==> config.mk <==
export PLATFORM = sky130hd
export DESIGN_NAME = dwgs_front_flat
export DESIGN_NICKNAME = d
export VERILOG_FILES = /design/src/rtl/damped_wave_grid_stencil_unit_defines.svh /design/src/rtl/dwgs_pkg.sv /design/src/rtl/dwgs_if.sv /design/src/rtl/dwgs_front.sv /design/src/flat_wrapper.sv
export SDC_FILE = /design/constraint.sdc
export NUM_CORES = 1
export LEC_CHECK = 0
export BUFFER_PORTS_ARGS = -buffer_cell sky130_fd_sc_hd__buf_2
export CAP_MARGIN = 20
export CORE_MARGIN = 2
export CORE_UTILIZATION = 56
export DETAILED_ROUTE_END_ITERATION = 7
export PLACE_DENSITY_LB_ADDON = 0.05
export REMOVE_ABC_BUFFERS = 1
export SYNTH_ARGS = -nofsm -noshare
export SYNTH_HDL_FRONTEND = slang
export SYNTH_SLANG_ARGS = --single-unit
==> constraint.sdc <==
create_clock -name clk -period 6.95 [get_ports clk]
set_clock_uncertainty 0.15 [all_clocks]
set_input_delay 1.39 -clock clk [delete_from_list [all_inputs] [get_ports clk]]
set_output_delay 1.39 -clock clk [all_outputs]
set_load 0.1 [all_outputs]
==> src/rtl/damped_wave_grid_stencil_unit_defines.svh <==
// Assertion macros shared by the damped wave grid RTL.
// Needs clk and rst_n in the scope where a macro is used.
`ifndef DAMPED_WAVE_GRID_STENCIL_UNIT_DEFINES_SVH
`define DAMPED_WAVE_GRID_STENCIL_UNIT_DEFINES_SVH
// same-cycle implication
`define DWGS_ASSERT_IMPL(name, ante, cons, msg) \
  name: assert property (@(posedge clk) disable iff (!rst_n) (ante) |-> (cons)) \
    else $error(msg);
// next-cycle implication
`define DWGS_ASSERT_NEXT(name, ante, cons, msg) \
  name: assert property (@(posedge clk) disable iff (!rst_n) (ante) |=> (cons)) \
    else $error(msg);
`endif

==> src/rtl/dwgs_pkg.sv <==
// Package for the damped wave grid stencil unit: widths, codes, types, saturation.
// No dependencies.
`timescale 1ns / 1ps
`default_nettype none
package dwgs_pkg;
  localparam int ROW_W      = 6;
  localparam int COL_W      = 6;
  localparam int REQ_W      = 2;
  localparam int H_W        = 24;
  localparam int CX_W       = 15;
  localparam int CY_W       = 15;
  localparam int CC_W       = 18;
  localparam int DAMP_W     = 17;
  localparam int CFG_DATA_W = 18;
  localparam int CFG_IDX_W  = 2;

  localparam int DEF_GRID_ROWS = 64;
  localparam int DEF_GRID_COLS = 64;

  // request codes on the input channel
  localparam logic [REQ_W-1:0] REQ_WRITE   = 2'd0;
  localparam logic [REQ_W-1:0] REQ_ADVANCE = 2'd1;
  localparam logic [REQ_W-1:0] REQ_READ    = 2'd2;

  // decoded operations
  localparam logic [1:0] OP_WRITE   = 2'd0;
  localparam logic [1:0] OP_ADVANCE = 2'd1;
  localparam logic [1:0] OP_READ    = 2'd2;
  localparam logic [1:0] OP_NONE    = 2'd3;

  // position of a cell along one axis
  localparam logic [1:0] POS_FIRST = 2'd0;
  localparam logic [1:0] POS_MID   = 2'd1;
  localparam logic [1:0] POS_LAST  = 2'd2;

  // register indexes
  localparam logic [CFG_IDX_W-1:0] CFG_COEF_X      = 2'd0;
  localparam logic [CFG_IDX_W-1:0] CFG_COEF_Y      = 2'd1;
  localparam logic [CFG_IDX_W-1:0] CFG_COEF_CENTER = 2'd2;
  localparam logic [CFG_IDX_W-1:0] CFG_DAMPING     = 2'd3;

  localparam logic [CX_W-1:0]   RST_COEF_X      = 15'd409;
  localparam logic [CY_W-1:0]   RST_COEF_Y      = 15'd409;
  localparam logic [CC_W-1:0]   RST_COEF_CENTER = 18'd129437;
  localparam logic [DAMP_W-1:0] RST_DAMPING     = 17'd65405;

  typedef struct packed {
    logic [1:0]            op;
    logic [ROW_W-1:0]      row;
    logic [COL_W-1:0]      col;
    logic [1:0]            row_pos;
    logic [1:0]            col_pos;
    logic                  land;
    logic signed [H_W-1:0] add;
  } item_t;

  typedef struct packed {
    logic [CX_W-1:0]   coef_x;
    logic [CY_W-1:0]   coef_y;
    logic [CC_W-1:0]   coef_center;
    logic [DAMP_W-1:0] damping;
  } cfg_t;

  function automatic logic signed [H_W-1:0] sat_h(input logic signed [47:0] v);
    if (v > 48'sh7FFFFF) begin
      return 24'sh7FFFFF;
    end else if (v < -48'sh800000) begin
      return 24'sh800000;
    end else begin
      return v[H_W-1:0];
    end
  endfunction
endpackage
`default_nettype wire

==> src/rtl/dwgs_if.sv <==
// Channel interfaces for the damped wave grid stencil unit.
// Depends on dwgs_pkg.
`timescale 1ns / 1ps
`default_nettype none
interface dwgs_in_if;
  logic                              valid;
  logic                              ready;
  logic [dwgs_pkg::REQ_W-1:0]        req_type;
  logic [dwgs_pkg::ROW_W-1:0]        row;
  logic [dwgs_pkg::COL_W-1:0]        col;
  logic                              land_flag;
  logic signed [dwgs_pkg::H_W-1:0]   height_add;
  modport source (output valid, req_type, row, col, land_flag, height_add, input ready);
  modport sink (input valid, req_type, row, col, land_flag, height_add, output ready);
endinterface

`default_nettype wire

==> src/rtl/dwgs_front.sv <==
// Front end: accepts request transactions, classifies them, two-entry queue.
// Depends on dwgs_pkg and dwgs_if.
`timescale 1ns / 1ps
`default_nettype none
module dwgs_front #(
  parameter int GRID_ROWS = dwgs_pkg::DEF_GRID_ROWS,
  parameter int GRID_COLS = dwgs_pkg::DEF_GRID_COLS
) (
  input  logic              clk,
  input  logic              rst_n,
  dwgs_in_if.sink           in_ch,
  input  logic              hold,
  output dwgs_pkg::item_t   head,
  output logic              head_valid,
  input  logic              pop
);
  dwgs_pkg::item_t q_r [2];
  logic            wp_r, rp_r;
  logic [1:0]      cnt_r;
  logic            push;
  logic            in_grid;
  dwgs_pkg::item_t itm;

  assign in_ch.ready = (cnt_r != 2'd2) && !hold;
  assign push        = in_ch.valid && in_ch.ready;
  assign head        = q_r[rp_r];
  assign head_valid  = (cnt_r != 2'd0);

  always_comb begin
    in_grid = (32'(in_ch.row) < 32'(GRID_ROWS)) && (32'(in_ch.col) < 32'(GRID_COLS));
    itm.row  = in_ch.row;
    itm.col  = in_ch.col;
    itm.land = in_ch.land_flag;
    itm.add  = in_ch.height_add;
    if (in_ch.row == '0) begin
      itm.row_pos = dwgs_pkg::POS_FIRST;
    end else if (32'(in_ch.row) == 32'(GRID_ROWS - 1)) begin
      itm.row_pos = dwgs_pkg::POS_LAST;
    end else begin
      itm.row_pos = dwgs_pkg::POS_MID;
    end
    if (in_ch.col == '0) begin
      itm.col_pos = dwgs_pkg::POS_FIRST;
    end else if (32'(in_ch.col) == 32'(GRID_COLS - 1)) begin
      itm.col_pos = dwgs_pkg::POS_LAST;
    end else begin
      itm.col_pos = dwgs_pkg::POS_MID;
    end
    case (in_ch.req_type)
      dwgs_pkg::REQ_WRITE:   itm.op = in_grid ? dwgs_pkg::OP_WRITE : dwgs_pkg::OP_NONE;
      dwgs_pkg::REQ_ADVANCE: itm.op = dwgs_pkg::OP_ADVANCE;
      dwgs_pkg::REQ_READ:    itm.op = in_grid ? dwgs_pkg::OP_READ : dwgs_pkg::OP_NONE;
      default:               itm.op = dwgs_pkg::OP_NONE;
    endcase
  end

  always_ff @(posedge clk) begin
    if (push) begin
      q_r[wp_r] <= itm;
    end
  end

  always_ff @(posedge clk) begin
    if (!rst_n) begin
      wp_r  <= 1'b0;
      rp_r  <= 1'b0;
      cnt_r <= 2'd0;
    end else begin
      if (push) begin
        wp_r <= ~wp_r;
      end
      if (pop) begin
        rp_r <= ~rp_r;
      end
      case ({push, pop})
        2'b10:   cnt_r <= cnt_r + 2'd1;
        2'b01:   cnt_r <= cnt_r - 2'd1;
        default: cnt_r <= cnt_r;
      endcase
    end
  end
endmodule
`default_nettype wire

==> src/flat_wrapper.sv <==
// flat-port wrapper written by rule: the top's interface ports become plain ports
module dwgs_front_flat 
#(
  parameter int GRID_ROWS = dwgs_pkg::DEF_GRID_ROWS,
  parameter int GRID_COLS = dwgs_pkg::DEF_GRID_COLS
)
  (clk, rst_n, hold, head, head_valid, pop, in_ch_valid, in_ch_req_type, in_ch_row, in_ch_col, in_ch_land_flag, in_ch_height_add, in_ch_ready);
  dwgs_in_if in_ch_i ();
  input  logic clk;
  input  logic rst_n;
  input  logic hold;
  output dwgs_pkg::item_t head;
  output logic head_valid;
  input  logic pop;
  input wire logic [$bits(in_ch_i.valid)-1:0] in_ch_valid;
  input wire logic [$bits(in_ch_i.req_type)-1:0] in_ch_req_type;
  input wire logic [$bits(in_ch_i.row)-1:0] in_ch_row;
  input wire logic [$bits(in_ch_i.col)-1:0] in_ch_col;
  input wire logic [$bits(in_ch_i.land_flag)-1:0] in_ch_land_flag;
  input wire logic [$bits(in_ch_i.height_add)-1:0] in_ch_height_add;
  output wire logic [$bits(in_ch_i.ready)-1:0] in_ch_ready;
  assign in_ch_i.valid = in_ch_valid;
  assign in_ch_i.req_type = in_ch_req_type;
  assign in_ch_i.row = in_ch_row;
  assign in_ch_i.col = in_ch_col;
  assign in_ch_i.land_flag = in_ch_land_flag;
  assign in_ch_i.height_add = in_ch_height_add;
  assign in_ch_ready = in_ch_i.ready;
  dwgs_front #(.GRID_ROWS(GRID_ROWS), .GRID_COLS(GRID_COLS)) u_core (.clk(clk), .rst_n(rst_n), .in_ch(in_ch_i), .hold(hold), .head(head), .head_valid(head_valid), .pop(pop));
endmodule
* Word-level counts from Yosys, hierarchy flattened
Memories as Yosys holds them, arrays and structs flattened. A register that Yosys moved wholly into a read port is not among the register bits.
Cells that the tools add are included.
** Storage, ports and cells
- Register bits after elaboration :: 4
- RAM bits :: 86
- Input bits :: 44
- Output and inout port bits :: 45
- Logic and storage cells :: 33
- Memories :: 1
** Cells by class
- Add/sub/neg operators :: 2
- Equal/unequal tests :: 7
- Multiplexer cells :: 10
- Bitwise logic cells :: 2
- Reductions and logical operators :: 8
** Memory list
- u_core.q_r :: depth 2, width 43, read ports 1, clocked after memory_dff 1, wr ports 1, line dwgs_front.sv:17 : dwgs_pkg::item_t q_r [2];
** Operators with widths (number)
- 6-bit equality test (second input constant) :: 2
- 6-bit zero test :: 2
- 2-bit 2-to-1 mux :: 4
- 2-bit case mux with 3 select lines :: 1
- 2-bit by 1-bit equality test with 1-bit output (second input constant) :: 2
- 2-bit equality test (second input constant) :: 2
- 1-bit 2-to-1 mux :: 4
- 2-bit case mux with 2 select lines :: 1
- 2-bit nonzero test :: 2
- 2-bit by 1-bit adder with 2-bit output (second input constant) :: 1
- 1-bit logical AND :: 2
- 2-bit zero test :: 1
- 2-bit inequality test (second input constant) :: 1
- 1-bit NOT :: 2
- 2-bit by 1-bit subtractor with 2-bit output (second input constant) :: 1
- 1-bit zero test :: 1

* Logic depth before layout (Yosys ltp)
Gate-level depths: netlist (run 1).
- Depth in word-level cells :: 5
- Mapped depth :: 7
- Mapped depth without buffers :: 7

* Worst setup path before layout (run 1)
OpenSTA, ideal clock, no wires.
- Path type :: input -> register
- Start point :: in hold
- End point :: mem u_core.q_r[1][0] in the netlist's numbering, enable pin
- Library setup time :: 0.405 ns
- Arrival :: 3.957 ns
- Data required time :: 6.395 ns
- Setup slack :: 2.438 ns
- Stages on the path :: 2
- Path buffers :: 0
- Cells stage by stage :: nor2_1 > and3_1
** Between the ends
- Word-level cells in the longest chain between the ends :: 5
** RTL lines
- from (decl) :: line flat_wrapper.sv:11 : input logic hold;
- 1-bit zero test :: line dwgs_front.sv:24 : assign in_ch.ready = (cnt_r != 2'd2) && !hold;
- 1-bit logical AND :: line dwgs_front.sv:24
- 1-bit logical AND :: line dwgs_front.sv:25 : assign push = in_ch.valid && in_ch.ready;
- 1-bit 2-to-1 mux :: line dwgs_front.sv:58 : if (push) begin
- 1-bit 2-to-1 mux (not written as such) :: line dwgs_front.sv:59 : q_r[wp_r] <= itm;
- to (decl) :: line dwgs_front.sv:17
Every way passes these cells.

==> results of run 1 <==
-- synthesized netlist by cell type --
master    number  area share
nand4_1        2      0.0037
or3_1          2      0.0037
clkbuf_1       2      0.0022
ha_1           1      0.0037
nand2_1        3      0.0033
and3_1         1      0.0018
edfxtp_1      86        0.76
or2_2          1      0.0018
nand2b_1       1      0.0018
nor4_1         2      0.0037
xor2_1         1      0.0026
inv_1          1      0.0011
and2_1         3      0.0055
a21boi_1       2      0.0044
mux2_2        43        0.14
a21oi_1        2      0.0030
nor2_1         5      0.0055
dfxtp_1        5       0.030
o21ai_0        2      0.0030
buf_2          5      0.0074
nor2b_1        1      0.0018
xnor2_1        2      0.0052
-- metal layers --
metal  global-route usage  vias up
met4               0.0800        0
li1                     -      853
met1                0.183      871
met3               0.0505        7
met5                    0        -
met2                0.285       54
-- final timing paths --
check,slack [ns],depth (start not counted),to
worst max-delay path,3.32,2,head[19]
worst min-delay path,0.36,2,u_core.wp_r
worst max register to register,4.86,3,u_core.q_r[0][21]
worst min register to register,0.36,2,u_core.wp_r
-- power by group through the flow --
stage	logic [mW]	clock network, mW	registers (mW)
3_5_place_dp	0.298	0	0.657
3_3_place_gp	0.297	0	0.656
2_1_floorplan	0.252	0	0.652
5_1_grt	0.307	0.395	0.648
4_1_cts	0.299	0.374	0.645
6_report	0.297	0.365	0.644
-- worst max-delay path: stages, from the launching register on --
cell	delay (ns)
dfxtp_2	1.01
mux2_2	0.31
buf_2	0.42
-- stage by stage --
stage	hold slack [ns]	instances	area, µm²
after floorplan	0.307	166	3360
after global placement	0.326	329	3890
after detailed placement	0.349	329	3890
after CTS	0.361	345	4100
after global routing	0.398	345	4100
final	0.356	345	4100
-- state kept, by name (all words and copies together), names as in the netlist, named ones only --
name and count:
u_core.rp_r 1, u_core.q_r 86, u_core.wp_r 1, u_core.cnt_r 2
-- cells by family after synthesis --
logic type	count (synthesis)	synth area share
adders and majority gates	1	0.00369
xor gates and xnor gates	3	0.00776
DFF	91	0.792
muxes	43	0.143
AOI/OAI and AO/OA	6	0.0103
buffers and inverters	8	0.0107
and+or+nand+nor	21	0.0329
-- final cells by class --
type,count,area (µm²),area share
Multi-Input combinational cell,74,671,0.164
Inverter,1,3.75,0.000915
Clock buffer,10,128,0.0311
Sequential cell,91,2680,0.655
Tap cell,75,93.8,0.0229
Timing Repair Buffer,88,440,0.107
Clock inverter,6,80.1,0.0195
==> metrics.csv, run 1 <==
stage,metric,value,unit
timing,drv_slew,0,
clock_tree,ctsResizeCount,0,
power,p_int,886,µW
power,switchingPower,419,µW
place,io_buffers,88,
floorplanning,pin_count,89,
critical_path,cp-end-kind,primary output,
floorplanning,start_util,0.576,
clock_tree,cts_tree,done,
worst_hold_path,min_from,u_core.wp_r,
power,power_density,318,nW/µm²
detailed_routing,vias,1785,
power,ir_drop,220,µV
floorplanning,die_w,81.8,µm
floorplanning,die_h,81.8,µm
floorplanning,core_area,5890,µm²
timing,worst_pin_slew,1.04,ns
detailed_routing,drt-initial-drc-count,187,
timing,slew_headroom,0.305,
critical_path,critical_path.max_fanout,43,
clock_tree,root_buffer,clkbuf_8,
layout,n_fill_cell,426,
clock_tree,cts_hold_buf,0,
place,dp_hpwl,3440,µm
layout,area_growth,21.0,%
layout,final_layout_size_suffix_gt1_frac,0.548,
critical_path,timing.rr.start,u_core.cnt_r[0],
critical_path,crit_type,flip-flop to primary output,
clock_tree,cts_buffer_depth,2,
detailed_routing,antenna_left,0,
detailed_routing,top_layer,met4,
clock_tree,clkTransAtPathRegs,0.08,ns
timing,finalSetupTns,0,ns
synth,syn_avg_cell_area,19.6,µm²
synth,syn_area,3390,µm²
layout,final_util,0.697,
synth,ys_seq_area_frac,0.792,
power,switching_share,0.321,
timing,period_share,0.522,
critical_path,cp.arrival,2.09,ns
clock_tree,clk_latency,0.33,ns
detailed_routing,drt-vias-per-instance,5.17,
power,power.share.clock,0.279,
run_status,status,"finished, final reports clean",
timing,fmax,276,MHz
detailed_routing,wl_met2,2890,µm
layout,layout.nets,310,
power,combinationalPowerShare,0.227,
clock_tree,cts_setup_buffers,0,
timing,rsz0062_at_grt,false,
detailed_routing,first_pass_iters,4,
timing,post-route-min-period,3.63,ns
floorplanning,die_area,6690,µm²
timing,hold_viol_final,0,
clock_tree,cts_buffers,9,
global_route,grt_pass1_wl,7780,µm
global_route,antenna_found_initial,0,
global_route,grt_start_max_net_pins,44,
detailed_routing,wire_per_inst,15.6,µm
synth,synth-seq-cells,91,
layout,layout_commonest_cell,buf_2,
clock_tree,htreeDepth,3,
layout,final_cell_mix,"buf_2 (88), edfxtp_1 (86), mux2_2 (43), clkbuf_8 (9), nor2_1 (5)",
place,gp_congestion,0.727,
place,preCtsSetupSlack,3.32,ns
synth,syn_inst,173,
detailed_routing,wirelength,5370,µm
clock_tree,clock-sinks,91,
global_route,grt_pass1_vias,1678,
critical_path,crit_required,5.41,ns
layout,antenna_cells,0,
synth,yosysWarnings,0,
worst_hold_path,hold_class,flip-flop to flip-flop,
run,maxCapViolations,0,
power,p_seq_frac,0.493,
power,cellLeakagePower,1.51,nW
power,power,1.31,mW
global_route,grt_overflow,0,
global_route,gr-usage-all-layers,0.164,
timing,setup_viol,0,
timing,setup_ws,3.32,ns
floorplanning,rows,28,
detailed_routing,met3WireLength,311,µm
detailed_routing,met1_length,2110,µm
synth,yosysUniqueCellTypes,22,
detailed_routing,drc,0,
critical_path,startpoint_type,flip-flop,
No activity file was read; power rests on OpenSTA's default activity.
==> run 2: changes to the inputs <==
ABC_AREA = 1   (was unset)
CORE_UTILIZATION = 48   (was 56)
clock period = 3 ns   (was 6.95 ns; I/O delays follow)
==> run 2 against run 1 <==
  * Critical path type unchanged
  * Clock-buffer cell count grew 1
  * Routed wire length up 3.4%
  * Total power increased by 120%
==> metrics.csv, run 2 <==
stage,metric,value,unit
timing,worst_pin_slew,0.505,ns
clock_tree,cts_buffers,9,
floorplanning,core_area,7290,µm²
layout,reg.largest.list,"u_core.q_r x86, u_core.cnt_r x2",
critical_path,critical_path.max_fanout,17,
layout,n_fill_cell,599,
detailed_routing,drt-initial-drc-count,52,
detailed_routing,drt-vias-per-instance,4.72,
synth,yosysUniqueCellTypes,16,
timing,drv_slew,0,
timing,fmax,388,MHz
timing,hold_viol_final,0,
synth,yosysMostFrequentCell,edfxtp_1,
global_route,grt_pass1_vias,1798,
run_status,status,"finished, final reports clean",
place,placed_cell_area,4200,µm²
layout,layout.nets,337,
clock_tree,cts_hold_buf,0,
layout,seqCellArea,2680,µm²
critical_path,cp-end-kind,primary output,
layout,antenna_cells,0,
power,p_seq_frac,0.511,
synth,synthTopCellsByCount,"edfxtp_1 (86), mux2_4 (40), nor2_1 (17)",
critical_path,cp.arrival,1.83,ns
layout,multiInputGateArea,833,µm²
global_route,gr-usage-all-layers,0.141,
power,combinationalPowerShare,0.219,
detailed_routing,wirelength,5550,µm
worst_hold_path,hold_class,input port to flip-flop,
floorplanning,die_h,91.2,µm
floorplanning,die_w,91.2,µm
critical_path,crit_required,2.25,ns
detailed_routing,drc,0,
power,switchingPower,897,µW
clock_tree,htreeDepth,3,
clock_tree,cts_setup_buffers,0,
layout,final_util,0.602,
detailed_routing,vias,1870,
clock_tree,clk_latency,0.34,ns
synth,ys_seq_area_frac,0.735,
floorplanning,start_util,0.500,
power,power.share.clock,0.270,
clock_tree,cts_buffer_depth,2,
layout,area_growth,20.3,%
timing,rsz0062_at_grt,false,
clock_tree,root_buffer,clkbuf_8,
detailed_routing,first_pass_iters,4,
synth,yosysWarnings,0,
clock_tree,ctsResizeCount,0,
clock_tree,clock-sinks,91,
detailed_routing,wire_per_inst,14.0,µm
timing,timing.hold.ws,0.289,ns
place,dp_hpwl,3660,µm
global_route,grt_overflow,0,
timing,slew_headroom,0.665,
power,ir_drop,326,µV
clock_tree,cts_tree,done,
layout,largest_reg_flops,86,
power,switching_share,0.312,
run,maxCapViolations,0,
place,preCtsSetupSlack,0.758,ns
timing,period_share,0.860,
power,power,2.88,mW
critical_path,crit_type,flip-flop to primary output,
synth,synth-seq-cells,91,
layout,layout_commonest_cell,buf_2,
clock_tree,clkTransAtPathRegs,0.09,ns
power,power_density,655,nW/µm²
synth,ys.flop_type,edfxtp_1,
place,gp_congestion,0.759,
global_route,grt_pass1_wl,8740,µm
global_route,antenna_found_initial,0,
timing,post-route-min-period,2.58,ns
detailed_routing,antenna_left,0,
floorplanning,die_area,8310,µm²
layout,stdcell_area,4390,µm²
critical_path,startpoint_type,flip-flop,
synth,syn_area,3650,µm²
layout,final_cell_mix,"buf_2 (88), edfxtp_1 (86), mux2_4 (40), nor2_1 (16), nand2_1 (15)",
layout,final_layout_size_suffix_gt1_frac,0.508,
layout,regMostFlops,u_core.q_r,
timing,setup_ws,0.420,ns
floorplanning,pin_count,89,
global_route,grt_start_max_net_pins,41,
synth,synth_edf_count,86,
floorplanning,rows,31,
synth,async_flop_share,0,
synth,syn_avg_cell_area,18.6,µm²
synth,synth_top_area_cell,edfxtp_1,
power,p_int,1.98,mW
power,cellLeakagePower,1.76,nW
synth,yosys-top-cells-area,"edfxtp_1 (71%), mux2_4 (16%), dfxtp_1 (2.7%)",
timing,setup_viol,0,
synth,synth_top_area_share,0.708,
place,io_buffers,88,
synth,syn_inst,196,
run 2: changes by cell type in the layout (fill, tap and decap cells not counted), moves of 3 or more:
cell | before | now
nor2_1 | 5 | 16
inv_1 | 0 | 10
and2_1 | 3 | 0
buf_12 | 0 | 4
mux2_4 | 0 | 40
nand2_1 | 3 | 15
mux2_2 | 43 | 3
nand3_1 | 0 | 5
run 2: power groups by stage:
stage          sequential (mW)  combinational [mW]  clock (mW)
6_report                  1.47               0.630       0.776
3_5_place_dp              1.50               0.635           0
5_1_grt                   1.48               0.656       0.848
3_3_place_gp              1.50               0.634           0
2_1_floorplan             1.51               0.514           0
4_1_cts                   1.47               0.636       0.795
run 2: worst max-delay path: stages (launching register included):
cell,delay (ns)
dfxtp_2,0.62
buf_12,0.24
mux2_4,0.32
buf_2,0.29
run 2: area by class of cell:
type                    count  share of cell area
multi-input cells          87               0.190
repair buffers             92               0.119
well taps                  99              0.0282
flip-flops and latches     91               0.612
clock buffers              11              0.0299
inverters                  11             0.00941
clock inverters             5              0.0123
run 2: final timing paths:
| path | slack [ns] | cells after the start | to | from |
|---|---|---|---|---|
| worst min register to register | 0.35 | 2 | flip-flop | u_core.rp_r |
| worst max-delay path | 0.42 | 3 | head[19] | flip-flop |
| worst min-delay path | 0.29 | 1 | u_core.q_r[1][2] | in_ch_height_add[2] |
| worst max register to register | 1.31 | 5 | u_core.q_r[0][42] | u_core.cnt_r[0] |
run 2: cells by family after synthesis:
kind of cell               Yosys count  share of synthesized area
AOI/OAI and AO/OA                    3                    0.00411
adders and majority gates            1                    0.00343
buffers and inverters               18                     0.0384
DFF                                 91                      0.735
muxes                               43                      0.174
and+or+nand+nor                     40                     0.0449
run 2: stage by stage:
step	instances	setup TNS, ns
3_5_place_dp	380	0
6_report	396	0
3_3_place_gp	380	0
4_1_cts	396	0
5_1_grt	396	0
2_1_floorplan	189	-11.17
run 2: per-layer routing:
layer | up-vias | routed length [µm] | GRT usage
met3 | 9 | 347 | 0.0448
li1 | 916 | - | -
met5 | - | 0 | 0
met4 | 0 | 106 | 0.0720
met2 | 54 | 2730 | 0.233
met1 | 891 | 2370 | 0.167
==> run 3: changes to the inputs <==
CTS_BUF_LIST = sky130_fd_sc_hd__clkbuf_4 sky130_fd_sc_hd__clkbuf_8 sky130_fd_sc_hd__clkbuf_16   (was unset)
RECOVER_POWER = 25   (was unset)
==> run 3 against run 2 <==
  * Non-clock buffer count is the same
  * Clock-buffer cell count is the same
  * Highest routed layer unchanged
  * Flip-flop and latch count unchanged
  * First-iteration DRC count fell by 1.9%
  * Routed wire length is 0.25% higher
  * Design area barely moved
  * Setup slack worse by 0.0029 ns
  * Critical endpoint unchanged
  * Utilization decreased by 0.052 points
  * Global-route usage unchanged
  * Register-to-register slack about the same
==> metrics.csv, run 3 (same netlist as run 2, synthesis figures left out) <==
stage,metric,value,unit
place,preCtsSetupSlack,0.758,ns
power,power_density,659,nW/µm²
worst_hold_path,hold_class,input port to flip-flop,
clock_tree,cts_buffers,9,
global_route,grt_overflow,0,
layout,final_cell_mix,"edfxtp_1 (86), buf_2 (79), mux2_4 (40), nor2_1 (16), nand2_1 (15)",
floorplanning,core_area,7290,µm²
layout,final_util,0.601,
global_route,gr-usage-all-layers,0.141,
layout,n_fill_cell,605,
place,placed_cell_area,4200,µm²
layout,antenna_cells,0,
power,p_seq_frac,0.508,
place,gp_congestion,0.759,
timing,period_share,0.861,
timing,fmax,387,MHz
timing,worst_pin_slew,0.506,ns
detailed_routing,drc,0,
timing,hold_viol_final,0,
critical_path,critical_path.max_fanout,17,
clock_tree,clkTransAtPathRegs,0.08,ns
power,switchingPower,895,µW
global_route,grt_start_max_net_pins,41,
clock_tree,cts_hold_buf,0,
timing,finalSetupTns,0,ns
layout,layout.nets,337,
power,power.share.clock,0.274,
critical_path,startpoint_type,flip-flop,
layout,regMostFlops,u_core.q_r,
critical_path,cp-end-kind,primary output,
place,io_buffers,88,
timing,post-route-min-period,2.58,ns
power,ir_drop,326,µV
critical_path,rrSetupSlack,1.31,ns
detailed_routing,vias,1864,
timing,setup_viol,0,
clock_tree,htreeDepth,3,
clock_tree,cts_setup_buffers,0,
clock_tree,root_buffer,clkbuf_8,
layout,largest_reg_flops,86,
layout,multiInputGateArea,833,µm²
clock_tree,ctsResizeCount,0,
timing,setup_ws,0.417,ns
run_status,status,"finished, final reports clean",
detailed_routing,wirelength,5560,µm
clock_tree,clk_latency,0.34,ns
power,switching_share,0.310,
floorplanning,rows,31,
detailed_routing,antenna_left,0,
power,cellLeakagePower,1.75,nW
layout,area_growth,20.2,%
place,dp_hpwl,3660,µm
critical_path,cpPeakStageDelay,0.62,ns
global_route,grt_pass1_wl,8740,µm
layout,layout_commonest_cell,edfxtp_1,
detailed_routing,drt-initial-drc-count,51,
floorplanning,die_w,91.2,µm
run,maxCapViolations,0,
layout,reg.largest.list,"u_core.q_r x86, u_core.cnt_r x2",
layout,stdcell_area,4380,µm²
power,p_int,2.00,mW
clock_tree,cts_tree,done,
place,dp.cells,380,
global_route,antenna_found_initial,0,
detailed_routing,first_pass_iters,4,
critical_path,cp.arrival,1.83,ns
critical_path,crit_required,2.25,ns
critical_path,path_delay_family,flip-flops,
clock_tree,cts_buffer_depth,2,
timing,timing.hold.ws,0.291,ns
floorplanning,die_h,91.2,µm
detailed_routing,wire_per_inst,14.0,µm
detailed_routing,drt-vias-per-instance,4.71,
floorplanning,pin_count,89,
layout,stdcell_count,396,
layout,seqCellArea,2680,µm²
critical_path,path_cells,buf_12 -> mux2_4 -> buf_2,
floorplanning,start_util,0.500,
layout,final_layout_size_suffix_gt1_frac,0.485,
clock_tree,clock-sinks,91,
global_route,grt_pass1_vias,1798,
floorplanning,die_area,8310,µm²
timing,slew_headroom,0.665,
power,combinationalPowerShare,0.218,
power,power,2.89,mW
timing,rsz0062_at_grt,false,
timing,drv_slew,0,
critical_path,crit_slowest_cell,dfxtp_2,
critical_path,crit_type,flip-flop to primary output,
critical_path,cp_num_buf_inv,2,
[run 3: layout make-up]
type,count,share of cell area
tap,99,0.0283
timing repair buffer,92,0.116
clock inverter,5,0.0123
multi-input combinational,87,0.190
inverter,11,0.00942
sequential,91,0.612
clock buffer,11,0.0317
[run 3: path summary, 6_finish.rpt]
path | start | end | cells past startpoint
max | flip-flop | head[19] | 3
min | in_ch_height_add[2] | u_core.q_r[1][2] | 1
max reg2reg | u_core.cnt_r[0] | u_core.q_r[0][42] | 5
min reg2reg | u_core.rp_r | flip-flop | 2
[run 3: power by group through the flow]
stage / Clock, mW / Sequential (mW) / Combinational [mW]
floorplan: 0 / 1.51 / 0.514
global placement: 0 / 1.50 / 0.634
detailed placement: 0 / 1.50 / 0.635
CTS: 0.813 / 1.47 / 0.636
global route: 0.866 / 1.48 / 0.654
finish: 0.792 / 1.47 / 0.629
[run 3: routing by layer]
layer / vias to the layer above / GRT usage / share of wire
li1: 916 / - / -
met1: 885 / 0.167 / 0.43
met2: 54 / 0.233 / 0.49
met3: 9 / 0.0448 / 0.063
met4: 0 / 0.0720 / 0.019
met5: - / 0 / 0
